## src/design/ucs_pkg.sv

```systemverilog
// Types, constants and character-class functions for the URI component splitter.
`timescale 1ns / 1ps

package ucs_pkg;

	localparam int MAX_LEN = 4096;
	localparam int IDX_W   = $clog2(MAX_LEN + 1);
	localparam int POS_W   = 12;
	localparam int POS_MAX = (1 << POS_W) - 1;
	localparam int OQ_DEPTH = 4;
	localparam int OQ_PTR_W = $clog2(OQ_DEPTH);
	localparam int OQ_CNT_W = $clog2(OQ_DEPTH + 1);

	localparam logic [7:0] CH_PERCENT = 8'h25;
	localparam logic [7:0] CH_QUEST   = 8'h3F;
	localparam logic [7:0] CH_HASH    = 8'h23;
	localparam logic [7:0] CH_SLASH   = 8'h2F;
	localparam logic [7:0] CH_COLON   = 8'h3A;

	typedef enum logic [3:0] {
		PH_SCHEME_FIRST,
		PH_SCHEME_REST,
		PH_AFTER_COLON,
		PH_HELD_SLASH,
		PH_AUTHORITY,
		PH_PATH,
		PH_QUERY,
		PH_FRAGMENT,
		PH_SKIP
	} phase_t;

	typedef enum logic [2:0] {
		C_SCHEME,
		C_DELIM,
		C_AUTHORITY,
		C_PATH,
		C_QUERY,
		C_FRAGMENT
	} comp_t;

	typedef enum logic [2:0] {
		ST_OK,
		ST_BAD_SCH,
		ST_BAD_QRY,
		ST_BAD_FRAG,
		ST_TOO_LONG
	} status_t;

	typedef struct packed {
		phase_t           phase;
		logic [1:0]       hex_left;
		logic [IDX_W-1:0] byte_index;
	} state_t;

	typedef struct packed {
		logic [POS_W-1:0] position;
		logic [7:0]       char_out;
		comp_t            component;
		logic             done_res;
		status_t          status;
	} result_t;

	localparam state_t STATE_RESET = '{phase: PH_SCHEME_FIRST, hex_left: 2'd0, byte_index: '0};

	function automatic logic is_alpha(input logic [7:0] c);
		return (c >= 8'h61 && c <= 8'h7A) || (c >= 8'h41 && c <= 8'h5A);
	endfunction

	function automatic logic is_digit(input logic [7:0] c);
		return c >= 8'h30 && c <= 8'h39;
	endfunction

	function automatic logic is_hex(input logic [7:0] c);
		return is_digit(c) || (c >= 8'h61 && c <= 8'h66) || (c >= 8'h41 && c <= 8'h46);
	endfunction

	function automatic logic is_pchar_plain(input logic [7:0] c);
		logic r;
		case (c)
			8'h3A, 8'h40, 8'h2D, 8'h2E, 8'h5F, 8'h7E, 8'h21, 8'h24, 8'h26,
			8'h27, 8'h28, 8'h29, 8'h2A, 8'h2B, 8'h2C, 8'h3B, 8'h3D: r = 1'b1;
			default: r = is_alpha(c) || is_digit(c);
		endcase
		return r;
	endfunction

	function automatic comp_t phase_component(input phase_t ph);
		comp_t r;
		case (ph)
			PH_SCHEME_FIRST, PH_SCHEME_REST: r = C_SCHEME;
			PH_AUTHORITY:                    r = C_AUTHORITY;
			PH_QUERY:                        r = C_QUERY;
			PH_FRAGMENT:                     r = C_FRAGMENT;
			default:                         r = C_PATH;
		endcase
		return r;
	endfunction

	function automatic result_t mk_res(input logic [IDX_W-1:0] pos, input logic [7:0] ch,
			input comp_t comp, input logic done, input status_t st);
		result_t r;
		r.position  = (pos > IDX_W'(POS_MAX)) ? POS_W'(POS_MAX) : pos[POS_W-1:0];
		r.char_out  = ch;
		r.component = comp;
		r.done_res  = done;
		r.status    = st;
		return r;
	endfunction

endpackage

```

## src/design/ucs_step.sv

```systemverilog
// Per-byte classification: next state and up to two tagged results.
`timescale 1ns / 1ps

module ucs_step (
	input  ucs_pkg::state_t  state,
	input  logic [7:0]       byte_value,
	input  logic             is_last,
	output ucs_pkg::state_t  state_next,
	output ucs_pkg::result_t res [2],
	output logic [1:0]       res_count
);

	always_comb begin
		ucs_pkg::phase_t          ph;
		ucs_pkg::phase_t          nph;
		logic [ucs_pkg::IDX_W-1:0] idx;
		logic [1:0]               nhex;
		logic                     cont;
		logic                     frag;
		ucs_pkg::comp_t           comp;
		ucs_pkg::status_t         st;
		ucs_pkg::status_t         bad;

		ph         = state.phase;
		idx        = state.byte_index;
		nph        = ph;
		nhex       = state.hex_left;
		cont       = 1'b1;
		frag       = 1'b0;
		comp       = ucs_pkg::C_PATH;
		st         = ucs_pkg::ST_OK;
		bad        = ucs_pkg::ST_BAD_QRY;
		state_next = state;
		res[0]     = '0;
		res[1]     = '0;
		res_count  = 2'd0;

		if (ph == ucs_pkg::PH_SKIP) begin
			cont = 1'b0;
			if (is_last) begin
				state_next = ucs_pkg::STATE_RESET;
			end
		end

		if (cont && ph == ucs_pkg::PH_HELD_SLASH) begin
			if (byte_value == ucs_pkg::CH_SLASH &&
					idx < ucs_pkg::IDX_W'(ucs_pkg::MAX_LEN)) begin
				res[0] = ucs_pkg::mk_res(idx - 1'b1, ucs_pkg::CH_SLASH, ucs_pkg::C_DELIM,
					1'b0, ucs_pkg::ST_OK);
				res[1] = ucs_pkg::mk_res(idx, ucs_pkg::CH_SLASH, ucs_pkg::C_DELIM,
					is_last, ucs_pkg::ST_OK);
				res_count = 2'd2;
				cont = 1'b0;
				if (is_last) begin
					state_next = ucs_pkg::STATE_RESET;
				end else begin
					state_next.phase      = ucs_pkg::PH_AUTHORITY;
					state_next.byte_index = idx + 1'b1;
				end
			end else begin
				res[0] = ucs_pkg::mk_res(idx - 1'b1, ucs_pkg::CH_SLASH, ucs_pkg::C_PATH,
					1'b0, ucs_pkg::ST_OK);
				res_count = 2'd1;
				ph = ucs_pkg::PH_PATH;
			end
		end

		if (cont && idx >= ucs_pkg::IDX_W'(ucs_pkg::MAX_LEN)) begin
			res[res_count[0]] = ucs_pkg::mk_res(idx, byte_value, ucs_pkg::phase_component(ph),
				1'b1, ucs_pkg::ST_TOO_LONG);
			res_count = res_count + 2'd1;
			cont = 1'b0;
			if (is_last) begin
				state_next = ucs_pkg::STATE_RESET;
			end else begin
				state_next.phase = ucs_pkg::PH_SKIP;
			end
		end

		if (cont && ph == ucs_pkg::PH_AFTER_COLON) begin
			if (byte_value == ucs_pkg::CH_SLASH && !is_last) begin
				cont = 1'b0;
				state_next.phase      = ucs_pkg::PH_HELD_SLASH;
				state_next.byte_index = idx + 1'b1;
			end else begin
				ph = ucs_pkg::PH_PATH;
			end
		end

		if (cont) begin
			nph = ph;
			case (ph)
				ucs_pkg::PH_SCHEME_FIRST, ucs_pkg::PH_SCHEME_REST: begin
					comp = ucs_pkg::C_SCHEME;
					if (byte_value == ucs_pkg::CH_COLON) begin
						comp = ucs_pkg::C_DELIM;
						nph  = ucs_pkg::PH_AFTER_COLON;
					end else if (ucs_pkg::is_alpha(byte_value) ||
							(ph == ucs_pkg::PH_SCHEME_REST &&
							(ucs_pkg::is_digit(byte_value) || byte_value == 8'h2B ||
							byte_value == 8'h2D || byte_value == 8'h2E))) begin
						nph = ucs_pkg::PH_SCHEME_REST;
						if (is_last) begin
							st = ucs_pkg::ST_BAD_SCH;
						end
					end else begin
						st = ucs_pkg::ST_BAD_SCH;
					end
				end
				ucs_pkg::PH_AUTHORITY: begin
					if (byte_value == ucs_pkg::CH_SLASH) begin
						comp = ucs_pkg::C_PATH;
						nph  = ucs_pkg::PH_PATH;
					end else if (byte_value == ucs_pkg::CH_QUEST) begin
						comp = ucs_pkg::C_DELIM;
						nph  = ucs_pkg::PH_QUERY;
					end else if (byte_value == ucs_pkg::CH_HASH) begin
						comp = ucs_pkg::C_DELIM;
						nph  = ucs_pkg::PH_FRAGMENT;
					end else begin
						comp = ucs_pkg::C_AUTHORITY;
					end
				end
				ucs_pkg::PH_QUERY, ucs_pkg::PH_FRAGMENT: begin
					frag = (ph == ucs_pkg::PH_FRAGMENT);
					bad  = frag ? ucs_pkg::ST_BAD_FRAG : ucs_pkg::ST_BAD_QRY;
					comp = frag ? ucs_pkg::C_FRAGMENT : ucs_pkg::C_QUERY;
					if (state.hex_left != 2'd0) begin
						if (ucs_pkg::is_hex(byte_value)) begin
							nhex = state.hex_left - 2'd1;
						end else begin
							st = bad;
						end
					end else if (byte_value == ucs_pkg::CH_PERCENT) begin
						nhex = 2'd2;
					end else if (ucs_pkg::is_pchar_plain(byte_value) ||
							byte_value == ucs_pkg::CH_QUEST ||
							byte_value == ucs_pkg::CH_SLASH) begin
						nhex = 2'd0;
					end else if (byte_value == ucs_pkg::CH_HASH && !frag) begin
						comp = ucs_pkg::C_DELIM;
						nph  = ucs_pkg::PH_FRAGMENT;
					end else begin
						st = bad;
					end
					if (st == ucs_pkg::ST_OK && is_last && nhex != 2'd0) begin
						st = bad;
					end
				end
				default: begin
					if (byte_value == ucs_pkg::CH_QUEST) begin
						comp = ucs_pkg::C_DELIM;
						nph  = ucs_pkg::PH_QUERY;
					end else if (byte_value == ucs_pkg::CH_HASH) begin
						comp = ucs_pkg::C_DELIM;
						nph  = ucs_pkg::PH_FRAGMENT;
					end else begin
						comp = ucs_pkg::C_PATH;
					end
				end
			endcase

			res[res_count[0]] = ucs_pkg::mk_res(idx, byte_value, comp,
				is_last || st != ucs_pkg::ST_OK, st);
			res_count = res_count + 2'd1;

			if (is_last) begin
				state_next = ucs_pkg::STATE_RESET;
			end else if (st != ucs_pkg::ST_OK) begin
				state_next.phase    = ucs_pkg::PH_SKIP;
				state_next.hex_left = 2'd0;
			end else begin
				state_next.phase      = nph;
				state_next.hex_left   = nhex;
				state_next.byte_index = idx + 1'b1;
			end
		end
	end

endmodule

```

## src/design/ucs_outq.sv

```systemverilog
// Four-entry result queue taking up to two results per cycle.
`timescale 1ns / 1ps

module ucs_outq (
	input  logic             clk,
	input  logic             arst_n,
	input  logic [1:0]       push_count,
	input  ucs_pkg::result_t push_data [2],
	input  logic             pop,
	output logic             head_valid,
	output ucs_pkg::result_t head_data,
	output logic             room_for_two
);

	ucs_pkg::result_t                    entry_q [ucs_pkg::OQ_DEPTH];
	logic [ucs_pkg::OQ_PTR_W-1:0]        wr_ptr_q;
	logic [ucs_pkg::OQ_PTR_W-1:0]        rd_ptr_q;
	logic [ucs_pkg::OQ_CNT_W-1:0]        count_q;
	logic                                do_pop;

	assign head_valid   = (count_q != '0);
	assign head_data    = entry_q[rd_ptr_q];
	assign room_for_two = (count_q <= ucs_pkg::OQ_CNT_W'(ucs_pkg::OQ_DEPTH - 2));
	assign do_pop       = pop && head_valid;

	always_ff @(posedge clk) begin
		if (push_count != 2'd0) begin
			entry_q[wr_ptr_q] <= push_data[0];
		end
		if (push_count == 2'd2) begin
			entry_q[wr_ptr_q + 1'b1] <= push_data[1];
		end
	end

	always_ff @(posedge clk or negedge arst_n) begin
		if (!arst_n) begin
			wr_ptr_q <= '0;
			rd_ptr_q <= '0;
			count_q  <= '0;
		end else begin
			wr_ptr_q <= wr_ptr_q + ucs_pkg::OQ_PTR_W'(push_count);
			if (do_pop) begin
				rd_ptr_q <= rd_ptr_q + 1'b1;
			end
			count_q <= count_q + ucs_pkg::OQ_CNT_W'(push_count)
				- ucs_pkg::OQ_CNT_W'(do_pop);
		end
	end

endmodule

```

## src/design/uri_component_splitter_top.sv

```systemverilog
// Top level of the URI component splitter: input register, byte classifier, result queue.
`timescale 1ns / 1ps

// Takes one URI byte per request and returns each byte tagged as scheme, delimiter,
// authority, path, query or fragment, with its position and a status. A byte is taken
// every cycle while the queue has room; it is classified in the cycle after acceptance and
// its results enter a four-entry queue at an edge where two entries are free. Most bytes
// give one result; a slash following the colon gives none until the next byte, which then
// yields two, and after an error bytes up to the end of the URI give none. The output port
// carries one result per cycle while m_axis_tready is high; the two results of a held slash
// always follow a byte that gave none, so with the output ready bytes are taken every
// cycle. The queue accepts a byte only with two free entries, so output stalls hold the
// input. Positions saturate at 4095; a byte beyond the length limit ends the URI with a
// too-long status.
module uri_component_splitter_top (
	input  logic        clk,
	input  logic        arst_n,
	input  logic        s_axis_tvalid,
	output logic        s_axis_tready,
	input  logic [7:0]  s_axis_tdata,   // [7:0] byte_value
	input  logic        s_axis_tlast,   // is_last
	output logic        m_axis_tvalid,
	input  logic        m_axis_tready,
	output logic [23:0] m_axis_tdata,   // [11:0] position, [19:12] char_out, [22:20] status
	output logic [2:0]  m_axis_tuser,   // [2:0] component
	output logic        m_axis_tlast    // done_res
);

	logic              valid_s1;
	logic [7:0]        byte_s1;
	logic              last_s1;
	ucs_pkg::state_t   state_q;
	ucs_pkg::state_t   state_next;
	ucs_pkg::result_t  step_res [2];
	logic [1:0]        step_count;
	logic              room_for_two;
	logic              advance;
	ucs_pkg::result_t  head;

	assign advance       = valid_s1 && room_for_two;
	assign s_axis_tready = !valid_s1 || room_for_two;

	always_ff @(posedge clk or negedge arst_n) begin
		if (!arst_n) begin
			valid_s1 <= 1'b0;
		end else if (s_axis_tready) begin
			valid_s1 <= s_axis_tvalid;
		end
	end

	always_ff @(posedge clk) begin
		if (s_axis_tready && s_axis_tvalid) begin
			byte_s1 <= s_axis_tdata;
			last_s1 <= s_axis_tlast;
		end
	end

	always_ff @(posedge clk or negedge arst_n) begin
		if (!arst_n) begin
			state_q <= ucs_pkg::STATE_RESET;
		end else if (advance) begin
			state_q <= state_next;
		end
	end

	ucs_step u_step (
		.state      (state_q),
		.byte_value (byte_s1),
		.is_last    (last_s1),
		.state_next (state_next),
		.res        (step_res),
		.res_count  (step_count)
	);

	ucs_outq u_outq (
		.clk          (clk),
		.arst_n       (arst_n),
		.push_count   (advance ? step_count : 2'd0),
		.push_data    (step_res),
		.pop          (m_axis_tready),
		.head_valid   (m_axis_tvalid),
		.head_data    (head),
		.room_for_two (room_for_two)
	);

	assign m_axis_tdata = {1'b0, head.status, head.char_out, head.position};
	assign m_axis_tuser = head.component;
	assign m_axis_tlast = head.done_res;

endmodule
```

## config.mk

```make
export PLATFORM = sky130hd
export DESIGN_NAME = uri_component_splitter_top
export DESIGN_NICKNAME = d
export VERILOG_FILES = /design/src/design/ucs_pkg.sv /design/src/design/ucs_step.sv /design/src/design/ucs_outq.sv /design/src/design/uri_component_splitter_top.sv
export SDC_FILE = /design/constraint.sdc
export NUM_CORES = 1
export LEC_CHECK = 0
export BUFFER_PORTS_ARGS = -buffer_cell sky130_fd_sc_hd__buf_2
export CAP_MARGIN = 20
export CORE_MARGIN = 2
export CORE_UTILIZATION = 30
export CTS_CLUSTER_DIAMETER = 80
export DETAILED_ROUTE_END_ITERATION = 10
export GPL_TIMING_DRIVEN = 0
export PLACE_DENSITY = 0.42
export SETUP_SLACK_MARGIN = 0.4
export SYNTH_ARGS = -nofsm -noshare
export SYNTH_HDL_FRONTEND = slang
export SYNTH_SLANG_ARGS = --single-unit
```

## constraint.sdc

```tcl
create_clock -name clk -period 6 [get_ports clk]
set_input_delay 1.5 -clock clk [delete_from_list [all_inputs] [get_ports clk]]
set_output_delay 1.5 -clock clk [all_outputs]
set_load 0.05 [all_outputs]
```

======== Word-level counts from Yosys, hierarchy flattened ========
Memories as Yosys holds them, arrays and structs flattened.
Cells that the tools add are included.
word-level totals
  register bits after elaboration ......... 36
  RAM bits ................................ 108
  bits of input ports ..................... 13
  memories kept ........................... 1
memories
  memory          words  width  read ports  clocked after Yosys merged registers in  wr ports  line            text
  u_outq.entry_q  4      27     1           0                                        2         ucs_outq.sv:15  ucs_pkg::result_t entry_q [ucs_pkg::OQ_DEPTH];
operators by class
  add/subtract/negate cells ............... 10
  magnitude comparators ................... 17
  eq/ne operators ......................... 34
  muxes and demuxes ....................... 101
  bitwise gates (word level) .............. 2
  reductions and logical operators ........ 47
operators with widths
  kind                                                  number
  two-way mux 54 bit                                    3
  == test 8 x 6 -> 1 bit, second input constant         18
  two-way mux 19 bit                                    7
  bitwise mux 54 bit                                    2
  two-way mux 27 bit                                    3
  two-way mux 4 bit                                     16
  two-way mux 3 bit                                     20
  demux 27 bit (select 1 bit)                           2
  two-way mux 13 bit                                    4
  <= comparator 8 x 7 -> 1 bit, second input constant   4
  two-way mux 2 bit                                     15
  > comparator 13 x 12 -> 1 bit, second input constant  2
  == test 4 x 3 -> 1 bit, second input constant         6
  == test 8 x 7 -> 1 bit, second input constant         3
  two-way mux 12 bit                                    2
  two-way mux 1 bit                                     20
  logical AND 1 bit                                     19
  OR reduction 17 bit                                   1
  >= comparator 8 x 7 -> 1 bit, second input constant   2
  two-way mux 15 bit                                    1
  adder 13 x 1 -> 13 bit, second input constant         1
  >= comparator 13 bit, second input constant           1
  less-than comparator 13 bit, second input constant    1
  subtractor 13 x 1 -> 13 bit, second input constant    1
  29 further kinds                                      57

======== Logic depth before layout (Yosys ltp) ========
Gate-level depths: netlist of run 1.
  depth after elaboration ................. 29
  mapped depth ............................ 15
  depth with buffers taken out ............ 14

======== Modules after synthesis ========
From an unflattened synthesis of run 1, not the netlist that was laid out.
unflattened totals
  cells, all modules ...................... 786
  area, all modules ....................... 9196.3 µm²
modules (own cells, without submodules)
  module                      times used  cells each  area each (µm²)
  ucs_outq                    1           301         5636.7
  ucs_step                    1           428         2459.9
  uri_component_splitter_top  1           57          1099.8

======== Worst setup path before layout of run 1 ========
OpenSTA, ideal clock, no wires.
  path type ............................... flip-flop to flip-flop
  start ................................... reg byte_s1[4]
  end ..................................... mem u_outq.entry_q[1][0] (netlist bit) (enable)
  setup time .............................. 0.445 ns
  arrival time ............................ 4.558 ns
  path slack .............................. 0.997 ns
  cell stages (with the launch flop) ...... 11
  path through ............................ edfxtp_1 -> or4b_4 -> or2_1 -> o21ai_0 -> ha_1 -> o32ai_1 -> or2_1 -> buf_4 -> nand2b_1 -> o21ai_0 -> nor3_1
RTL lines
  what                    line                              text
  start, declared         uri_component_splitter_top.sv:30  logic [7:0] byte_s1;
  start signal, assigned  uri_component_splitter_top.sv:53  byte_s1 <= s_axis_tdata;
  end, declared           ucs_outq.sv:15

======== Final worst setup path of run 1 ========
  start ................................... reg u_outq.rd_ptr_q[0] (netlist bit)
  end ..................................... out m_axis_tlast
on the way
  word-level cells in the longest chain between the ends .. 1
ends and longest elaborated chain
  what                    line                              text
  start, declared         ucs_outq.sv:17                    logic [ucs_pkg::OQ_PTR_W-1:0] rd_ptr_q;
  start signal, assigned  ucs_outq.sv:43                    rd_ptr_q <= rd_ptr_q + 1'b1;
  memory (4 x 27 bit)     --
  end, declared           uri_component_splitter_top.sv:26  output logic m_axis_tlast
Every way passes these cells.

==> flow_metrics.py, run 1 <==
metrics = {
    "route": {
        "drt-vias-per-instance": 5.37,
        "vias": 7459,
        "drc": 0,
        "drtIter0Drc": 672,
        "wl_met1_um": 13900,
        "finalWirelength_um": 28700,
        "wl_per_cell_um": 20.7,
        "final_antenna_net_count": 0,
        "top_layer_used": "met4",
        "met3_length_um": 1090,
        "met2RoutedLength_um": 13300,
        "first_pass_iters": 5,
    },
    "sta": {
        "period_minus_slack_ns": 4.72,
        "fmax_mhz": 212,
        "fin_hold_ws_ns": 0.506,
        "slew_headroom_pct": 30.9,
        "tns_ns": 0,
        "rsz0062_at_grt": "no",
        "slew_viol_final": 0,
        "setup_viol": 0,
        "min_period_over_period_pct": 78.6,
        "clock_skew_ns": 0.0103,
        "finalHoldViolations": 0,
        "worst_pin_slew_ns": 1.04,
    },
    "placement": {
        "place.gp.congestion": 0.825,
        "portBuffers": 41,
        "hpwl_um": 21100,
    },
    "clock_tree": {
        "post-cts-setup-buffers": 0,
        "hold_buffers": 0,
        "htree_levels": 4,
        "clock_latency_ns": 0.43,
        "cts_tree": "yes",
        "cts_buffer_depth": 2,
        "cts_resized": 0,
        "cts_buffers": 17,
        "cts-root-buf": "clkbuf_16",
        "cts.sinks": 144,
        "clk_pin_slew_ns": 0.07,
    },
    "critical_path": {
        "critPathCaptureType": "output pin",
        "setup.worst_path.class": "register to output pin",
        "cp-start-kind": "register",
        "required_ns": 4.50,
        "arrival_ns": 3.22,
        "critical_path.max_fanout": 10,
    },
    "synthesis": {
        "syn_area_um2": 9200,
        "ys_ff_latch": 144,
        "yosysWarnings": 0,
        "syn_inst": 910,
        "synth-compound-area-share_pct": 19.1,
        "synth_nets": 934,
        "synth_seq_area_share_pct": 45.5,
        "syn_area_per_cell_um2": 10.1,
        "synth_edf_count": 117,
        "synth_simple_gate_area_share_pct": 18.1,
        "ys_async_sr_fraction_pct": 18.8,
        "synthFlopType": "edfxtp_1",
        "synthMuxAreaShare_pct": 9.78,
        "synthAdderAreaFrac_pct": 1.58,
        "synth_xor_area_share_pct": 1.54,
        "ys_types": 91,
        "synth_top_family_by_area": "compound AO/OA/AOI/OAI gates",
    },
    "global_routing": {
        "antenna_found_initial": 0,
        "grt_max_degree": 28,
        "grt_pass1_wl_um": 45000,
        "track_usage_pct": 18.8,
        "grt-ovfl-total": 0,
        "grt_pass1_vias": 7534,
    },
    "cells_and_area": {
        "final_cell_mix": "edfxtp_1, a21oi_1, nor2_1, o21ai_0, nand2_1",
        "fin_util_pct": 34.8,
        "layout_commonest_cell": "edfxtp_1",
        "area_delta_synth_final_pct": 15.2,
        "drive_gt1_share_pct": 17.2,
        "fin_nets": 1002,
    },
    "outcome": {
        "status": "finished clean",
    },
    "die": {
        "core_um2": 30400,
        "initial_core_util_pct": 30.2,
        "die_x_um": 179,
        "die_area_um2": 32100,
        "die_h_um": 179,
        "rows": 64,
        "ios": 43,
    },
    "hold_path": {
        "hp-class": "register to register",
    },
    "job": {
        "cap_violations": 0,
    },
    "power_and_ir_drop": {
        "p_leak_nw": 3.85,
        "power_density_nw_per_um2": 511,
        "ir_drop_v": 0.000234,
    },
}
## layout make-up
class	instances	area [µm²]
antenna	1	2.50
buffer	68	318
clock buffer	20	437
clock inverter	12	109
fill	3114	19800
inverter	22	82.6
multi-input combinational	676	4640
sequential	144	4190
tap	396	495
timing repair buffer	49	324
## synthesized netlist by cell type (7+ instances only)
library cell,number,area share [%]
xor2_1,7,0.67
nand2_1,74,3.0
o21ai_0,75,4.1
and3_1,13,0.88
buf_2,13,0.71
nor2_1,80,3.3
nand2b_1,15,1.0
ha_1,10,1.4
inv_1,21,0.86
or3_1,7,0.48
clkbuf_1,42,1.7
mux2i_1,28,3.0
a21oi_1,88,4.8
nor2b_1,15,1.0
edfxtp_1,117,38
nand4_1,8,0.54
mux4_2,27,6.6
dfrtp_1,27,7.3
o211ai_1,7,0.57
o21a_1,8,0.65
nor3_1,30,1.6
o21ai_1,26,1.4
and2_1,8,0.54
nand3_1,17,0.92
## power breakdown
group	switching (mW)	internal, mW
Sequential	0.0960	1.44
Combinational	1.97	0.896
Clock	0.451	0.572
## worst max-delay path: stages, from the launching register on
cell and delay [ns]:
dfrtp_1 0.37, clkbuf_1 0.78, clkbuf_1 0.77, mux4_2 0.64, buf_2 0.24
## path summary, 6_finish.rpt
check / start / end / depth (start not counted) / slack, ns
hold / removal: u_outq.count_q[2]$_DFF_PN0_ / u_outq.count_q[2]$_DFF_PN0_ / 1 / 0.51
min in group asynchronous: arst_n / state_q[8]$_DFFE_PN0P_ / 1 / 1.15
setup / recovery: u_outq.rd_ptr_q[0]$_DFFE_PN0P_ / m_axis_tlast / 4 / 1.28
hold reg to reg: u_outq.count_q[2]$_DFF_PN0_ / u_outq.count_q[2]$_DFF_PN0_ / 1 / 0.51
max in group asynchronous: arst_n / u_outq.rd_ptr_q[1]$_DFFE_PN0P_ / 1 / 4.35
setup reg to reg: byte_s1[3]$_DFFE_PP_ / u_outq.count_q[2]$_DFF_PN0_ / 14 / 1.45
## sequential cells by signal, indices dropped and copies added, names as in the netlist
name             flops
last_s1              1
state_q             19
u_outq.wr_ptr_q      2
u_outq.count_q       3
valid_s1             1
u_outq.entry_q     108
u_outq.rd_ptr_q      2
byte_s1              8
## metal layers
layer	up-vias	GRT usage, %
met5	-	0
met4	0	4.77
met3	35	2.76
met2	158	30.7
met1	3664	26.2
li1	3602	-
## through the flow
step / instances / worst slack, ns / total power [mW] / cell area, µm²
after global placement: 1347 / -1.47 / 4.38 / 9900
after floorplan: 910 / 0.997 / 3.61 / 9200
after detailed placement: 1355 / 1.50 / 4.42 / 10000
after global routing: 1387 / 1.01 / 5.75 / 10600
final: 1388 / 1.28 / 5.42 / 10600
after CTS: 1387 / 1.13 / 5.46 / 10600
## cells by family after synthesis
kind of cell,after synthesis
simple gates,317
compound gates,277
flops,144
xor+xnor,14
other cells,1
mux,56
fa+ha+maj,11
buf+inv,90
No activity file was read; power rests on OpenSTA's default activity.
==> run 2: changes to the inputs <==
--- a/config.mk
+++ b/config.mk
@@ -12,7 +12,7 @@
 export CTS_CLUSTER_DIAMETER = 80
 export DETAILED_ROUTE_END_ITERATION = 10
 export GPL_TIMING_DRIVEN = 0
-export PLACE_DENSITY = 0.42
+export PLACE_DENSITY = 0.43
 export SETUP_SLACK_MARGIN = 0.4
 export SYNTH_ARGS = -nofsm -noshare
 export SYNTH_HDL_FRONTEND = slang
==> constraint.sdc (replaced) <==
create_clock -name clk -period 4 [get_ports clk]
set_input_delay 1 -clock clk [delete_from_list [all_inputs] [get_ports clk]]
set_output_delay 1 -clock clk [all_outputs]
set_load 0.05 [all_outputs]
==> flow_metrics.py, run 2 (synthesis results as in run 1) <==
metrics = {
    "cells_and_area": {
        "top_register": "u_outq.entry_q",
        "layout_commonest_cell": "edfxtp_1",
        "fin_nets": 1021,
        "fin_cells": 1406,
        "area_delta_synth_final_pct": 20.7,
        "final_cell_mix": "edfxtp_1, a21oi_1, nor2_1, nand2_1, o21ai_0",
        "fin_util_pct": 36.5,
        "drive_gt1_share_pct": 23.0,
        "largest_reg_flops": 108,
        "reg.largest.list": "u_outq.entry_q: 108 flops, state_q: 19 flops, byte_s1: 8 flops",
        "num_antenna_cells": 0,
    },
    "power_and_ir_drop": {
        "p_leak_nw": 4.04,
        "p_total_mw": 8.62,
        "power_density_nw_per_um2": 776,
        "seqPwrFrac_pct": 26.7,
        "comb_power_share_pct": 54.0,
        "power.internal_mw": 4.69,
        "switching_share_pct": 45.6,
        "p_sw_mw": 3.93,
        "clock_power_share_pct": 19.3,
        "ir_drop_v": 0.000374,
    },
    "sta": {
        "fmax_mhz": 280,
        "rsz0062_at_grt": "yes",
        "clock_skew_ns": 0.0121,
        "tns_ns": 0,
        "finalWorstSetupSlack_ns": 0.431,
        "finalHoldViolations": 0,
        "slew_viol_final": 0,
        "setup_viol": 0,
        "min_period_over_period_pct": 89.2,
        "slew_headroom_pct": 33.0,
        "period_minus_slack_ns": 3.57,
        "worst_pin_slew_ns": 1.01,
    },
    "outcome": {
        "status": "finished clean",
    },
    "clock_tree": {
        "cts_tree": "yes",
        "cts-root-buf": "clkbuf_16",
        "clock_latency_ns": 0.43,
        "clk_pin_slew_ns": 0.06,
        "cts_buffer_depth": 2,
        "htree_levels": 4,
        "cts_buffers": 17,
        "cts.sinks": 144,
        "hold_buffers": 0,
    },
    "critical_path": {
        "critical_path.max_fanout": 10,
        "setup.worst_path.class": "register to register",
        "ff2ff_path_depth": 13,
        "r2r_start": "byte_s1[4]$_DFFE_PP_",
        "critPathCaptureType": "register",
        "arrival_ns": 3.88,
        "startpoint": "byte_s1[4]$_DFFE_PP_",
        "required_ns": 4.32,
        "r2r_slack_ns": 0.43,
        "cp-endpoint": "u_outq.count_q[2]$_DFF_PN0_",
        "cp-start-kind": "register",
        "rr_endpoint": "u_outq.count_q[2]$_DFF_PN0_",
    },
    "hold_path": {
        "hp-class": "register to register",
        "worstHoldStart": "u_outq.count_q[2]$_DFF_PN0_",
    },
    "route": {
        "wl_per_cell_um": 20.9,
        "top_layer_used": "met4",
        "met3_length_um": 1240,
        "finalWirelength_um": 29400,
        "wl_met1_um": 14100,
        "first_pass_iters": 6,
        "drtIter0Drc": 789,
        "drt-vias-per-instance": 5.39,
        "met2RoutedLength_um": 13700,
        "vias": 7577,
        "final_antenna_net_count": 0,
        "drc": 0,
    },
    "placement": {
        "place.gp.congestion": 0.836,
        "placed_cells": 1352,
        "portBuffers": 41,
        "hpwl_um": 20900,
        "post-place-ws_ns": -0.213,
    },
    "die": {
        "initial_core_util_pct": 30.2,
        "die_x_um": 179,
        "ios": 43,
        "die_area_um2": 32100,
        "rows": 64,
        "core_um2": 30400,
        "die_h_um": 179,
    },
    "global_routing": {
        "grt_max_degree": 28,
        "antenna_found_initial": 0,
        "track_usage_pct": 19.2,
        "grt_pass1_wl_um": 45800,
        "grt-ovfl-total": 0,
        "grt_pass1_vias": 7569,
    },
    "job": {
        "cap_violations": 0,
    },
}
-- run 2: cell count changes in the layout (fill, tap and decap cells not counted), moves of 3 or more --
cell / delta
dfrtp_1: -3
ha_1: -3
clkbuf_1: -7
buf_6: -4
a21oi_1: -3
buf_2: +4
a21oi_2: +3
buf_4: +18
clkbuf_2: +3
dfrtp_2: +3
or2_4: +3
-- run 2: worst min path at each step --
stage	end	slack [ns]	cells past startpoint
finish	u_outq.count_q[2]$_DFF_PN0_	0.50	1
global route	u_outq.wr_ptr_q[0]$_DFF_PN0_	0.54	1
CTS	u_outq.count_q[2]$_DFF_PN0_	0.51	1
detailed placement	u_outq.count_q[2]$_DFF_PN0_	0.50	1
global placement	u_outq.wr_ptr_q[0]$_DFF_PN0_	0.49	1
floorplan	u_outq.count_q[2]$_DFF_PN0_	0.46	1
-- run 2: through the flow --
| stage | hold WS (ns) | area [µm²] |
|---|---|---|
| 6_report | 0.501 | 11100 |
| 5_1_grt | 0.536 | 11100 |
| 4_1_cts | 0.509 | 11000 |
| 3_5_place_dp | 0.497 | 10100 |
| 3_3_place_gp | 0.489 | 9990 |
| 2_1_floorplan | 0.462 | 9290 |
-- run 2: power by group through the flow --
stage / clock network (mW) / registers (mW) / logic, mW
floorplan: 0 / 2.27 / 3.20
global placement: 0 / 2.34 / 4.27
detailed placement: 0 / 2.32 / 4.35
CTS: 1.69 / 2.30 / 4.57
global route: 1.75 / 2.34 / 5.06
finish: 1.66 / 2.30 / 4.65
-- run 2: layer usage --
layer	up-vias	global-route usage [%]
li1	3633	-
met1	3740	27.0
met2	172	30.6
met3	32	3.03
met4	0	5.17
met5	-	0
-- run 2: area by class of cell --
cell class	instances	area [µm²]
fill	3116	19300
buffer	68	355
inverter	22	86.3
sequential	144	4190
timing repair buffer	67	480
clock inverter	12	156
clock buffer	20	437
multi-input combinational	677	4900
tap	396	495
-- run 2: worst max-delay path, cell delays in order, from the launching register on --
cell and delay [ns]:
edfxtp_1 0.43, or4b_4 0.60, or2_4 0.28, o21ai_4 0.16, ha_4 0.25, o32ai_4 0.27
or2_4 0.18, buf_6 0.12, clkbuf_16 0.15, nand2_4 0.07, ha_4 0.28, fa_2 0.39
xor2_2 0.15, xnor2_1 0.12
-- run 2: what timing repair did --
item | in CTS | in global routing
endpoints found under the setup margin | 207 | 88
hold endpoints to repair | 0 | 0
pin swaps | 14 | 5
buffers inserted | 15 | 6
cloned | 1 | 0
resized for setup | 26 | 29
